### config.mk
export PLATFORM = sky130hd
export DESIGN_NAME = multi_axis_step_pulse_generator
export DESIGN_NICKNAME = d
export VERILOG_FILES = /design/src/rtl/core/msp_pkg.sv /design/src/rtl/core/multi_axis_step_pulse_generator.sv /design/src/rtl/core/msp_front.sv /design/src/rtl/core/msp_queue.sv /design/src/rtl/core/msp_back.sv
export SDC_FILE = /design/constraint.sdc
export NUM_CORES = 1
export LEC_CHECK = 0
export BUFFER_PORTS_ARGS = -buffer_cell sky130_fd_sc_hd__buf_2
export CAP_MARGIN = 20
export CORE_UTILIZATION = 34
export CTS_CLUSTER_DIAMETER = 100
export DETAILED_ROUTE_END_ITERATION = 10
export PLACE_DENSITY = 0.46
export SLEW_MARGIN = 25
export SYNTH_ARGS = -nofsm -noshare
export SYNTH_HDL_FRONTEND = slang
export SYNTH_HIERARCHICAL = 1
export SYNTH_SLANG_ARGS = --single-unit
### constraint.sdc
create_clock -name clk -period 13.6 [get_ports clk]
set_input_delay 0.68 -clock clk [delete_from_list [all_inputs] [get_ports clk]]
set_output_delay 0.68 -clock clk [all_outputs]
set_load 0.02 [all_outputs]
### src/rtl/core/msp_pkg.sv
package msp_pkg;

    // Command codes carried on s_tuser
    localparam logic [1:0] OP_TICK  = 2'd0;
    localparam logic [1:0] OP_START = 2'd1;
    localparam logic [1:0] OP_ZERO  = 2'd2;
    localparam logic [1:0] OP_NOP   = 2'd3;

    // Configuration register indexes
    localparam int CFG_ADDR_W = 3;
    localparam int CFG_DATA_W = 20;
    localparam logic [CFG_ADDR_W-1:0] CFG_POWER     = 3'd0;
    localparam logic [CFG_ADDR_W-1:0] CFG_DIR_POL   = 3'd1;
    localparam logic [CFG_ADDR_W-1:0] CFG_LIMIT_EN  = 3'd2;
    localparam logic [CFG_ADDR_W-1:0] CFG_HALF_X    = 3'd3;
    localparam logic [CFG_ADDR_W-1:0] CFG_HALF_Y    = 3'd4;
    localparam logic [CFG_ADDR_W-1:0] CFG_HALF_Z    = 3'd5;
    localparam logic [CFG_ADDR_W-1:0] CFG_HALF_R    = 3'd6;

    // Field widths fixed by the interface
    localparam int AXIS_W   = 2;
    localparam int PORTS    = 4;
    localparam int LIMIT_W  = 4;
    localparam int HP_W     = 20;
    localparam int STEPS_W  = 23;
    localparam int POS_W    = 32;
    localparam int OUT_W    = 64;
    localparam logic [STEPS_W-1:0] STEP_MAX = 23'h7FFFFF;

    // Queue between front and back
    localparam int QUEUE_DEPTH = 2;
    localparam int QPTR_W      = 1;
    localparam int QCNT_W      = 2;

    typedef struct packed {
        logic [1:0]          op;
        logic [AXIS_W-1:0]   sel;
        logic                neg;
        logic [STEPS_W-1:0]  mag;
        logic [LIMIT_W-1:0]  limits;
    } cmd_t;

    typedef struct packed {
        logic                         power_on;
        logic [PORTS-1:0]             dir_polarity;
        logic [PORTS-1:0]             limit_enable;
        logic [PORTS-1:0][HP_W-1:0]   half_period;
    } cfg_t;

endpackage

### src/rtl/core/multi_axis_step_pulse_generator.sv
// Step/direction pulse generator for stepper axes, one axis moving at a time.
// Input stream s_*: one word per tick or command. s_tuser selects the
// command (tick, start move, zero positions, no-op); s_tdata carries the
// axis, signed step count and sampled limit switch levels.
// Output stream m_*: exactly one word per input word, in order, giving the
// step and direction levels, active axis, drive/busy state, done and limit
// flags, steps completed and the position of the selected axis.
// Config port: cfg_we writes cfg_wdata to register cfg_addr;
// write only while no words are in flight.
// Throughput: one word per cycle while m_tready is high. A word accepted
// passes through the two-entry command queue, then the execution unit
// loads the output register, which drives m_tdata.
// When m_tready is low the output register holds, the queue fills and
// s_tready drops once both queue entries are taken; nothing is lost.
// Reset clears positions, move state and all flags and loads the
// configuration defaults (power off, limit sensing on axes 0 and 1).
module multi_axis_step_pulse_generator #(
    parameter int NUM_AXES        = 4,
    parameter int STEP_COUNT_BITS = 24,
    parameter int TIMER_BITS      = 20
) (
    input  logic                                clk,
    input  logic                                rst_n,
    input  logic                                s_tvalid,
    output logic                                s_tready,
    // axis_sel [1:0], step_count, limit_inputs, zero fill to bytes
    input  logic [((msp_pkg::AXIS_W + STEP_COUNT_BITS + msp_pkg::LIMIT_W + 7) / 8) * 8 - 1:0]
                                                s_tdata,
    // func
    input  logic [1:0]                          s_tuser,
    output logic                                m_tvalid,
    input  logic                                m_tready,
    // step_line, dir_line, active_axis[1:0], drive_full, busy_res, move_done,
    // limit_hit, steps_done[22:0], position[31:0], zero fill
    output logic [msp_pkg::OUT_W-1:0]           m_tdata,
    input  logic                                cfg_we,
    input  logic [msp_pkg::CFG_ADDR_W-1:0]      cfg_addr,
    input  logic [msp_pkg::CFG_DATA_W-1:0]      cfg_wdata
);
    import msp_pkg::*;

    cfg_t cfg_reg;
    cmd_t front_cmd;
    cmd_t head_cmd;
    logic q_push;
    logic q_pop;
    logic q_full;
    logic q_not_empty;

    // Configuration registers
    always_ff @(posedge clk or negedge rst_n)
    begin
        if (!rst_n)
        begin
            cfg_reg.power_on       <= 1'b0;
            cfg_reg.dir_polarity   <= '0;
            cfg_reg.limit_enable   <= 4'd3;
            cfg_reg.half_period[0] <= 20'd100000;
            cfg_reg.half_period[1] <= 20'd150000;
            cfg_reg.half_period[2] <= 20'd100000;
            cfg_reg.half_period[3] <= 20'd30000;
        end
        else if (cfg_we)
        begin
            unique case (cfg_addr)
                CFG_POWER:    cfg_reg.power_on       <= cfg_wdata[0];
                CFG_DIR_POL:  cfg_reg.dir_polarity   <= cfg_wdata[PORTS-1:0];
                CFG_LIMIT_EN: cfg_reg.limit_enable   <= cfg_wdata[PORTS-1:0];
                CFG_HALF_X:   cfg_reg.half_period[0] <= cfg_wdata[HP_W-1:0];
                CFG_HALF_Y:   cfg_reg.half_period[1] <= cfg_wdata[HP_W-1:0];
                CFG_HALF_Z:   cfg_reg.half_period[2] <= cfg_wdata[HP_W-1:0];
                CFG_HALF_R:   cfg_reg.half_period[3] <= cfg_wdata[HP_W-1:0];
                default:
                begin
                end
            endcase
        end
    end

    msp_front #(
        .STEP_COUNT_BITS (STEP_COUNT_BITS)
    ) u_front (
        .s_tvalid (s_tvalid),
        .s_tready (s_tready),
        .s_tdata  (s_tdata),
        .s_tuser  (s_tuser),
        .q_full   (q_full),
        .q_push   (q_push),
        .q_cmd    (front_cmd)
    );

    msp_queue u_queue (
        .clk       (clk),
        .rst_n     (rst_n),
        .push      (q_push),
        .push_cmd  (front_cmd),
        .pop       (q_pop),
        .head_cmd  (head_cmd),
        .full      (q_full),
        .not_empty (q_not_empty)
    );

    msp_back #(
        .NUM_AXES   (NUM_AXES),
        .TIMER_BITS (TIMER_BITS)
    ) u_back (
        .clk         (clk),
        .rst_n       (rst_n),
        .cfg         (cfg_reg),
        .q_not_empty (q_not_empty),
        .q_cmd       (head_cmd),
        .q_pop       (q_pop),
        .m_tvalid    (m_tvalid),
        .m_tready    (m_tready),
        .m_tdata     (m_tdata)
    );

endmodule

### src/rtl/core/msp_front.sv
module msp_front #(
    parameter int STEP_COUNT_BITS = 24
) (
    input  logic                 s_tvalid,
    output logic                 s_tready,
    // axis_sel [1:0], step_count, limit_inputs, zero fill to bytes
    input  logic [((msp_pkg::AXIS_W + STEP_COUNT_BITS + msp_pkg::LIMIT_W + 7) / 8) * 8 - 1:0]
                                 s_tdata,
    // func
    input  logic [1:0]           s_tuser,
    input  logic                 q_full,
    output logic                 q_push,
    output msp_pkg::cmd_t        q_cmd
);
    import msp_pkg::*;

    localparam int EXT_W = STEP_COUNT_BITS + STEPS_W;

    logic [STEP_COUNT_BITS-1:0] raw;
    logic [STEP_COUNT_BITS-1:0] raw_abs;
    logic [EXT_W-1:0]           abs_ext;
    logic                       neg;

    // Take the word when the queue has room
    assign s_tready = !q_full;
    assign q_push   = s_tvalid && !q_full;

    // Split sign and magnitude, saturate to the step counter range
    assign raw     = s_tdata[AXIS_W +: STEP_COUNT_BITS];
    assign neg     = raw[STEP_COUNT_BITS-1];
    assign raw_abs = neg ? (~raw + {{(STEP_COUNT_BITS-1){1'b0}}, 1'b1}) : raw;
    assign abs_ext = EXT_W'(raw_abs);

    always_comb
    begin
        q_cmd.op     = s_tuser;
        q_cmd.sel    = s_tdata[AXIS_W-1:0];
        q_cmd.neg    = neg;
        q_cmd.limits = s_tdata[AXIS_W + STEP_COUNT_BITS +: LIMIT_W];
        if (abs_ext > EXT_W'(STEP_MAX))
        begin
            q_cmd.mag = STEP_MAX;
        end
        else
        begin
            q_cmd.mag = abs_ext[STEPS_W-1:0];
        end
    end

endmodule

### src/rtl/core/msp_queue.sv
module msp_queue (
    input  logic           clk,
    input  logic           rst_n,
    input  logic           push,
    input  msp_pkg::cmd_t  push_cmd,
    input  logic           pop,
    output msp_pkg::cmd_t  head_cmd,
    output logic           full,
    output logic           not_empty
);
    import msp_pkg::*;

    cmd_t              mem_reg [QUEUE_DEPTH];
    logic [QPTR_W-1:0] wr_ptr_reg;
    logic [QPTR_W-1:0] rd_ptr_reg;
    logic [QCNT_W-1:0] count_reg;
    logic [QCNT_W-1:0] count_next;

    assign full      = (count_reg == QCNT_W'(QUEUE_DEPTH));
    assign not_empty = (count_reg != '0);
    assign head_cmd  = mem_reg[rd_ptr_reg];

    // Track fill level
    always_comb
    begin
        count_next = count_reg;
        if (push && !pop)
        begin
            count_next = count_reg + 1'b1;
        end
        else if (pop && !push)
        begin
            count_next = count_reg - 1'b1;
        end
    end

    // Advance pointers
    always_ff @(posedge clk or negedge rst_n)
    begin
        if (!rst_n)
        begin
            wr_ptr_reg <= '0;
            rd_ptr_reg <= '0;
            count_reg  <= '0;
        end
        else
        begin
            if (push)
            begin
                wr_ptr_reg <= wr_ptr_reg + 1'b1;
            end
            if (pop)
            begin
                rd_ptr_reg <= rd_ptr_reg + 1'b1;
            end
            count_reg <= count_next;
        end
    end

    // Store words
    always_ff @(posedge clk)
    begin
        if (push)
        begin
            mem_reg[wr_ptr_reg] <= push_cmd;
        end
    end

endmodule

### src/rtl/core/msp_back.sv
module msp_back #(
    parameter int NUM_AXES   = 4,
    parameter int TIMER_BITS = 20
) (
    input  logic                        clk,
    input  logic                        rst_n,
    input  msp_pkg::cfg_t               cfg,
    input  logic                        q_not_empty,
    input  msp_pkg::cmd_t               q_cmd,
    output logic                        q_pop,
    output logic                        m_tvalid,
    input  logic                        m_tready,
    output logic [msp_pkg::OUT_W-1:0]   m_tdata
);
    import msp_pkg::*;

    logic [POS_W-1:0]      pos_reg [NUM_AXES];
    logic [POS_W-1:0]      pos_next [NUM_AXES];
    logic                  moving_reg, moving_next;
    logic                  high_reg, high_next;
    logic [TIMER_BITS-1:0] timer_reg, timer_next;
    logic [STEPS_W-1:0]    target_reg, target_next;
    logic [STEPS_W-1:0]    completed_reg, completed_next;
    logic [AXIS_W-1:0]     axis_reg, axis_next;
    logic                  neg_reg, neg_next;
    logic                  limit_reg, limit_next;
    logic                  m_tvalid_reg;
    logic [OUT_W-1:0]      m_tdata_reg;

    logic [TIMER_BITS-1:0] half;
    logic [STEPS_W-1:0]    completed_inc;
    logic [POS_W-1:0]      pos_delta;
    logic                  finish;
    logic                  done;
    logic [POS_W-1:0]      pos_out;

    // Execute when a word waits and the output slot is free or draining
    assign q_pop    = q_not_empty && (!m_tvalid_reg || m_tready);
    assign m_tvalid = m_tvalid_reg;
    assign m_tdata  = m_tdata_reg;

    // Half period of the moving axis, zero taken as one
    always_comb
    begin
        half = TIMER_BITS'(cfg.half_period[axis_reg]);
        if (half == '0)
        begin
            half = {{(TIMER_BITS-1){1'b0}}, 1'b1};
        end
    end

    assign completed_inc = completed_reg + 1'b1;
    assign pos_delta     = neg_reg ? {POS_W{1'b1}} : {{(POS_W-1){1'b0}}, 1'b1};

    // Next state for one word
    always_comb
    begin
        moving_next    = moving_reg;
        high_next      = high_reg;
        timer_next     = timer_reg;
        target_next    = target_reg;
        completed_next = completed_reg;
        axis_next      = axis_reg;
        neg_next       = neg_reg;
        limit_next     = limit_reg;
        finish         = 1'b0;
        done           = 1'b0;
        unique case (q_cmd.op)
            OP_TICK:
            begin
                if (moving_reg)
                begin
                    if (!high_reg && timer_reg == '0)
                    begin
                        // Check the limit switch before each pulse
                        if (cfg.limit_enable[axis_reg] && q_cmd.limits[axis_reg])
                        begin
                            limit_next  = 1'b1;
                            moving_next = 1'b0;
                            done        = 1'b1;
                        end
                        else
                        begin
                            high_next  = 1'b1;
                            timer_next = half - 1'b1;
                        end
                    end
                    else if (high_reg)
                    begin
                        if (timer_reg != '0)
                        begin
                            timer_next = timer_reg - 1'b1;
                        end
                        else
                        begin
                            high_next  = 1'b0;
                            timer_next = half - 1'b1;
                            finish     = (half == {{(TIMER_BITS-1){1'b0}}, 1'b1});
                        end
                    end
                    else
                    begin
                        timer_next = timer_reg - 1'b1;
                        finish     = (timer_reg == {{(TIMER_BITS-1){1'b0}}, 1'b1});
                    end
                end
            end
            OP_START:
            begin
                if (!moving_reg)
                begin
                    completed_next = '0;
                    limit_next     = 1'b0;
                    if (cfg.power_on)
                    begin
                        axis_next = q_cmd.sel;
                        neg_next  = q_cmd.neg;
                    end
                    if (!cfg.power_on || q_cmd.mag == '0 || 32'(q_cmd.sel) >= NUM_AXES)
                    begin
                        done = 1'b1;
                    end
                    else
                    begin
                        target_next = q_cmd.mag;
                        high_next   = 1'b0;
                        timer_next  = '0;
                        moving_next = 1'b1;
                    end
                end
            end
            OP_ZERO:
            begin
            end
            OP_NOP:
            begin
            end
        endcase

        // Close out a full pulse
        if (finish)
        begin
            completed_next = completed_inc;
            if (completed_inc >= target_reg)
            begin
                moving_next = 1'b0;
                done        = 1'b1;
            end
        end
    end

    // Position update per axis and readback of the selected axis
    always_comb
    begin
        pos_out = '0;
        for (int i = 0; i < NUM_AXES; i++)
        begin
            pos_next[i] = pos_reg[i];
            if (q_cmd.op == OP_ZERO)
            begin
                pos_next[i] = '0;
            end
            else if (finish && 32'(axis_reg) == i)
            begin
                pos_next[i] = pos_reg[i] + pos_delta;
            end
            if (32'(q_cmd.sel) == i)
            begin
                pos_out = pos_next[i];
            end
        end
    end

    // Hold move state
    always_ff @(posedge clk or negedge rst_n)
    begin
        if (!rst_n)
        begin
            for (int i = 0; i < NUM_AXES; i++)
            begin
                pos_reg[i] <= '0;
            end
            moving_reg    <= 1'b0;
            high_reg      <= 1'b0;
            timer_reg     <= '0;
            target_reg    <= '0;
            completed_reg <= '0;
            axis_reg      <= '0;
            neg_reg       <= 1'b0;
            limit_reg     <= 1'b0;
        end
        else if (q_pop)
        begin
            for (int i = 0; i < NUM_AXES; i++)
            begin
                pos_reg[i] <= pos_next[i];
            end
            moving_reg    <= moving_next;
            high_reg      <= high_next;
            timer_reg     <= timer_next;
            target_reg    <= target_next;
            completed_reg <= completed_next;
            axis_reg      <= axis_next;
            neg_reg       <= neg_next;
            limit_reg     <= limit_next;
        end
    end

    // Output register valid
    always_ff @(posedge clk or negedge rst_n)
    begin
        if (!rst_n)
        begin
            m_tvalid_reg <= 1'b0;
        end
        else if (q_pop)
        begin
            m_tvalid_reg <= 1'b1;
        end
        else if (m_tready)
        begin
            m_tvalid_reg <= 1'b0;
        end
    end

    // Output register word
    always_ff @(posedge clk)
    begin
        if (q_pop)
        begin
            m_tdata_reg <= {1'b0, pos_out, completed_next, limit_next, done,
                            moving_next, moving_next, axis_next,
                            cfg.dir_polarity[axis_next] ^ neg_next, high_next};
        end
    end

endmodule

* After elaboration in Yosys (flattened, before gate mapping)
Memory sizes are Yosys's and may differ from the RTL's.
Index checks and enable logic that the tools add are counted.
** Word-level totals
- Register bits after elaboration :: 357
- Memory bits (writable) :: 64
- Bits of input ports :: 62
- Output and inout port bits :: 66
- Word-level logic and storage cells :: 186
- Memories kept :: 1
** Memory list
- u_queue.mem_reg :: depth 2, width 32, rd ports 1, clocked after memory_dff 0, write ports 1, line msp_queue.sv:13 : cmd_t mem_reg [QUEUE_DEPTH];
** Cells by class
- Add/subtract/negate cells :: 12
- $lt $le $gt $ge :: 4
- Eq/ne operators :: 21
- Muxes and demuxes :: 81
- Bitwise logic cells :: 4
- Reduce and logical (&&, ||, !) cells :: 39
** Operators with widths (count)
- 32-bit two-way mux :: 13
- 20-bit two-way mux :: 9
- 32-bit adder :: 4
- 23-bit two-way mux :: 4
- 20-bit binary-select mux with 2-bit select :: 1
- 20-bit by 1-bit == test with 1-bit output, second input constant :: 2
- 20-bit logical NOT :: 2
- 1-bit two-way mux :: 40
- 20-bit case mux with 2 select lines :: 1
- 20-bit by 1-bit subtractor with 20-bit output, second input constant :: 2
- 24-bit by 1-bit adder with 24-bit output, second input constant :: 1
- 24-bit by 23-bit greater-than comparator with 1-bit output, second input constant :: 1
- 24-bit two-way mux :: 1
- 24-bit NOT :: 1
- 23-bit by 1-bit adder with 23-bit output, second input constant :: 1
- 23-bit greater-or-equal comparator :: 1
- 23-bit logical NOT :: 1
- 20-bit nonzero test :: 1
- 2-bit AND reduction :: 7
- 2-bit == test, second input constant :: 6
- 1-bit logical AND :: 10
- 2-bit two-way mux :: 5
- 3-bit == test, second input constant :: 3
- 1-bit case mux with 2 select lines :: 4
- other kinds (20) :: 40

* Logic depth before layout (Yosys ltp)
- Depth in word-level cells :: 17
- Gate-level depth with buffers :: 23
- Depth with buffers taken out :: 17

* By module
The synthesis kept the hierarchy.
** By module, submodules not included
- msp_back :: instances 1, cells an instance 2426, area each 20717.4 um2, sequential area each 6891.6 um2
- multi_axis_step_pulse_generator :: instances 1, cells an instance 193, area each 3469.6 um2, sequential area each 2263.4 um2
- msp_queue :: instances 1, cells an instance 116, area each 2651.3 um2, sequential area each 2021.9 um2
- msp_front :: instances 1, cells an instance 121, area each 818.3 um2, sequential area each 0.0 um2

* Worst setup path after synthesis
Ideal clock, no wire load.
- Path kind :: reg2reg
- Start point :: register u_back.neg_reg
- End point :: register u_back.m_tdata_reg[59] (netlist: u_back/m_tdata[59]), data pin
- Library setup time :: 0.261 ns
- Arrival :: 6.045 ns
- Data required time :: 13.339 ns
- Path slack :: 7.295 ns
- Cell stages (with the launch flop) :: 14
- Buffers on the path :: 0
- Period minus slack after synthesis :: 6.305 ns
- Path through :: dfrtp_1 -> clkinv_1 -> fa_1 -> nand2b_1 -> a211o_1 -> a31o_2 -> a211oi_1 -> o221ai_1 -> a21oi_1 -> xnor2_1 -> nor2_1 -> a21oi_1 -> nor2_1 -> a221o_1
** Between the ends
- Longest elaborated chain between the ends :: 8
** Ends and longest elaborated chain
- start, declared :: line msp_back.sv:25 : logic neg_reg, neg_next;
- start signal, assigned :: line msp_back.sv:204 : neg_reg <= neg_next;
- 32-bit two-way mux * :: line msp_back.sv:53 : assign pos_delta = neg_reg ? {POS_W{1'b1}} : {{(POS_W-1){1'b0}}, 1'b1};
- 32-bit adder :: line msp_back.sv:165 : pos_next[i] = pos_reg[i] + pos_delta;
- 32-bit two-way mux :: line msp_back.sv:163 : else if (finish && 32'(axis_reg) == i)
- 32-bit two-way mux :: line msp_back.sv:159 : if (q_cmd.op == OP_ZERO)
- 32-bit two-way mux (3 in a row) :: line msp_back.sv:167 : if (32'(q_cmd.sel) == i)
- 32-bit two-way mux * :: line msp_back.sv:167
- net u_back.pos_out[28] :: line msp_back.sv:35 : logic [POS_W-1:0] pos_out;
- end signal, assigned :: line msp_back.sv:231 : m_tdata_reg <= {1'b0, pos_out, completed_next, limit_next, done,
- end, declared :: line msp_back.sv:28 : logic [OUT_W-1:0] m_tdata_reg;
The timed path passes the listed nets; every way through them passes the cells marked *.
A chain may end at the register's enable or synchronous reset.

* Worst setup path in the final report
- Start point :: register u_back.axis_reg[1]
- End point :: register u_back.m_tdata_reg[40] (netlist: u_back/m_tdata[40]), data pin
** Between the ends
- Longest elaborated chain between the ends :: 17
** Ends and longest elaborated chain
- start, declared :: line msp_back.sv:24 : logic [AXIS_W-1:0] axis_reg, axis_next;
- start signal, assigned :: line msp_back.sv:203 : axis_reg <= axis_next;
- 20-bit binary-select mux with 2-bit select :: line msp_back.sv:45 : half = TIMER_BITS'(cfg.half_period[axis_reg]);
- 20-bit two-way mux (implied by the code) :: line msp_back.sv:45
- 20-bit logical NOT :: line msp_back.sv:46 : if (half == '0)
- 20-bit two-way mux :: line msp_back.sv:46
- 20-bit by 1-bit == test with 1-bit output :: line msp_back.sv:98 : finish = (half == {{(TIMER_BITS-1){1'b0}}, 1'b1});
- 1-bit two-way mux :: line msp_back.sv:90 : if (timer_reg != '0)
- 1-bit two-way mux :: line msp_back.sv:88 : else if (high_reg)
- 1-bit two-way mux :: line msp_back.sv:73 : if (!high_reg && timer_reg == '0)
- 1-bit two-way mux :: line msp_back.sv:71 : if (moving_reg)
- 1-bit two-way mux :: line msp_back.sv:68 : unique case (q_cmd.op)
- 1-bit logical AND :: line msp_back.sv:163
- 32-bit two-way mux :: line msp_back.sv:163
- 32-bit two-way mux :: line msp_back.sv:159
- 32-bit two-way mux (3 in a row) :: line msp_back.sv:167
- 32-bit two-way mux * :: line msp_back.sv:167
- net u_back.pos_out[9] :: line msp_back.sv:35
The timed path passes the listed nets; every way through them passes the cells marked *. The select of a mux whose other input is x is not followed.

==> results.md <==
* Count leader, synth: nand2_1
* Number of flops mapped to enable cells by yosys at ~130
* Layout cell share with drive strength beyond 1 at 0.171
* Synth Area in Compound Gates at 0.175
* Yosys cell types at 94
* CTS tree: built
* Sw frac at 0.410
* GRT Residual Overflow at 0
* Req. time, crit path at 14.05 ns
* Routed Antenna Nets at 0
* Xor and xnor fraction of the mapped netlist area at 0.0485
* Flop pwr share at 0.323
* RSZ-0062 raised after global routing: false
* Post-layout minimum cycle time at between 6 and 7 ns
* Final worst slack at 7.38 ns
* Clk pwr share at 0.247
* Pre-CTS WS at ~7.4 ns
* Power Internal at ~3.4 mW
* Clock Path Buffers at 3
* Synth top area cells: dfrtp_1 (24%), edfxtp_1 (14%), ha_1 (6.8%), nand2_1 (5.2%), mux2_2 (4.5%)
* Worst Path Arrival at about 6.7 ns
* Max_slew headroom at 0.307
* Syn nets at about 3100
* Largest family of logic cells by synthesized area: compound AO/OA/AOI/OAI gates
* First-pass DRT Iterations at 6
* WL final at roughly 81 mm
* Combinational share of power at 0.430
* Slew Viols, Final at 0
* GRT Util Overall at 0.195
* Core Region at a little over 80000 sq um
* Synth-to-Final Area Change at 11.8%
* WHS at roughly 0.12 ns
* Ys flop type: dfrtp_1
* Adder-Cell Fraction of Synth Area at 0.0712
* CP endpoint kind: flop
* Fmax at approximately 160 MHz
* Status: finished clean
* Setup_tns at 0 ns
* Global-route wire length before repair at approximately 130 mm
* Async SR Flop Fraction at 0.700
* Io pins at around 130
* Clock sinks at between 400 and 500
* Crit path kind: flop to flop
* Synthesized area per cell at 9.68 sq um
* Clock Skew at ~0.022 ns
* Startpoint types: flop
* Routed vias/inst at 5.46
* Worst path slowest cell: dfrtp_1
* Area leader, netlist: dfrtp_1
* P_leak at roughly 13 nW
* Yosys reg bits at between 400 and 500
* Postcts setup bufs at 0
* Die Ht at between 200 and 300 um
* CTS Buf Count at 52
* Worst Max-Slew Pin Slew at just over 1 ns
* Final Cycle Share at 0.457
* Switching component of the power at 2.37 mW
* Worst-Skew Late Latency at roughly 0.61 ns
* CTS resizes at 0
* Worst-path cell chain: buf_4 > mux4_2 > or4_4 > or2_1 > nor2b_1 > a21oi_1 > inv_1 > ha_1 > nand3_1 > nor3_2 > a21o_2 > nor2b_1 > nand3_1 > or3_1 > a21oi_1 > mux4_2
* Max reg flops at about 130
* Worst hold path class: input port to async pin
* Pwr/cell area at 187 nW/um^2
* Ant diodes at 0
* H-tree depth at 2
* Initial Util at 0.343
* Vias in the first global route at roughly 22000
* Max FO, Critical Path at 19
* Mux cell area share after synthesis at 0.110
* Post-synth top area share at 0.240
* DR iter-0 viols at around 1200
* Gpl congestion at approximately 0.9
* # setup viols final at 0
* CTS Hold Bufs at 0
* Peak VDD IR at between 0.1 and 0.15 mV
* Die area at 82500 sq um
* Synth Instances at 2856
* Nets at 3129
* Sequential share of the synthesized area at 0.404
* Max cap viols at 0
* DR vias at between 20000 and 25000
* Largest net degree at the start of global routing at roughly 130
* Reg clk slew, reported paths at around 0.06 ns
* Core Rows at roughly 100
* Synthesized area at ~28000 sq um
* Die width at 287 um
* Port Buf Inserts at 124
* Hpwl dp at 57.2 mm
* Wirelength per Cell at between 20 and 25 um
* Synth cell count leaders: nand2_1 (381), dfrtp_1 (265), a21oi_1 (208)
* Delay of the slowest cell on the worst path at 0.74 ns
* Post-route DRC at 0
* Synth warn at 6
* Post-synthesis simple-gate area fraction at 0.155
* Initial antenna violation count at 1
* Fin. Hold Viols at 0
* CTS root buf: clkbuf_16
[final cells by class]
class,instances,area (sq um)
fill,8021,49600
sequential,420,11200
inverter,70,268
tap,1060,1330
timing repair buffer,157,891
multi-input combinational,2211,15500
clock buffer,72,1470
clock inverter,25,282
[placed cells by master (no fill, tap or decap), types with 11 or more instances in the layout]
cell and count:
o21ai_0 179, mux4_2 34, clkbuf_1 11, and2_1 16, dfrtp_1 262, edfxtp_1 126, nand3_1 73, mux2_4 49
a211oi_1 34, o21bai_1 18, o21a_1 25, o21ai_1 17, xor2_1 59, inv_1 68, or3_1 17, buf_2 123
nand4_1 28, nand2_1 380, a21o_1 51, nor2b_1 23, a22o_1 28, xnor2_1 94, mux2_2 111, buf_4 32
a31oi_1 29, clkbuf_16 52, nand2b_1 26, nor2_1 193, dfstp_2 29, and3_1 30, mux2i_1 28, ha_1 151
a21boi_0 12, nor3_1 47, nand3b_1 12, o31ai_1 54, nor4_1 17, a21oi_1 208
[stage by stage]
| stage | cells | utilization | instance area (sq um) | total power [mW] |
|---|---|---|---|---|
| 2_1_floorplan | 2856 | - | 27700 | 3.65 |
| 3_3_place_gp | 3918 | 0.362 | 29200 | 4.35 |
| 3_5_place_dp | 3918 | 0.362 | 29200 | 4.39 |
| 4_1_cts | 4015 | 0.384 | 30900 | 5.85 |
| 5_1_grt | 4015 | 0.384 | 30900 | 6.18 |
| 6_report | 4015 | 0.384 | 30900 | 5.79 |
[power by group through the flow]
| stage | registers, mW | clock network [mW] | logic [mW] |
|---|---|---|---|
| 3_5_place_dp | 1.90 | 0 | 2.49 |
| 3_3_place_gp | 1.89 | 0 | 2.46 |
| 2_1_floorplan | 1.95 | 0 | 1.70 |
| 6_report | 1.87 | 1.43 | 2.49 |
| 4_1_cts | 1.88 | 1.48 | 2.50 |
| 5_1_grt | 1.91 | 1.52 | 2.75 |
[logic make-up (layout without fill, tap and decap cells)]
group	count (synthesis)	after routing
muxes	222	222
AOI/OAI and AO/OA	762	762
adders and majority gates	155	155
buffers and inverters	225	324
other	1	1
DFF	420	420
xor gates and xnor gates	153	153
and+or+nand+nor	918	918
[routing by layer]
layer	vias up	wire length, um	track usage
li1	10600	-	-
met1	10700	37500	0.263
met2	483	38800	0.333
met3	99	3110	0.0218
met4	0	1710	0.0489
met5	-	0	0
[final timing paths]
check / startpoint / endpoint / slack [ns] / depth (start not counted)
max: u_back/axis_reg[1] / u_back/m_tdata[40] / 7.38 / 16
min: rst_n / cfg_reg[52] / 0.12 / 1
max reg2reg: u_back/axis_reg[1] / u_back/m_tdata[40] / 7.38 / 16
min reg2reg: u_queue/count_reg[1] / u_queue/count_reg[1] / 0.49 / 1
max in group asynchronous: rst_n / u_back/neg_reg / 11.98 / 2
min in group clk: s_tdata[1] / u_queue/mem_reg[1][29] / 0.27 / 1
[worst max-delay path, delay by kind of cell (launching register included)]
| kind | cells | cell delay (ns) |
|---|---|---|
| multiplexers | 2 | 0.77 |
| flip-flops | 1 | 0.74 |
| buffers and inverters | 2 | 0.50 |
| AND/OR/NAND/NOR | 8 | 3.33 |
| AO/OA/AOI/OAI | 3 | 0.57 |
| adder cells (fa/ha/maj) | 1 | 0.13 |
Power figures use the tool's default switching activity.
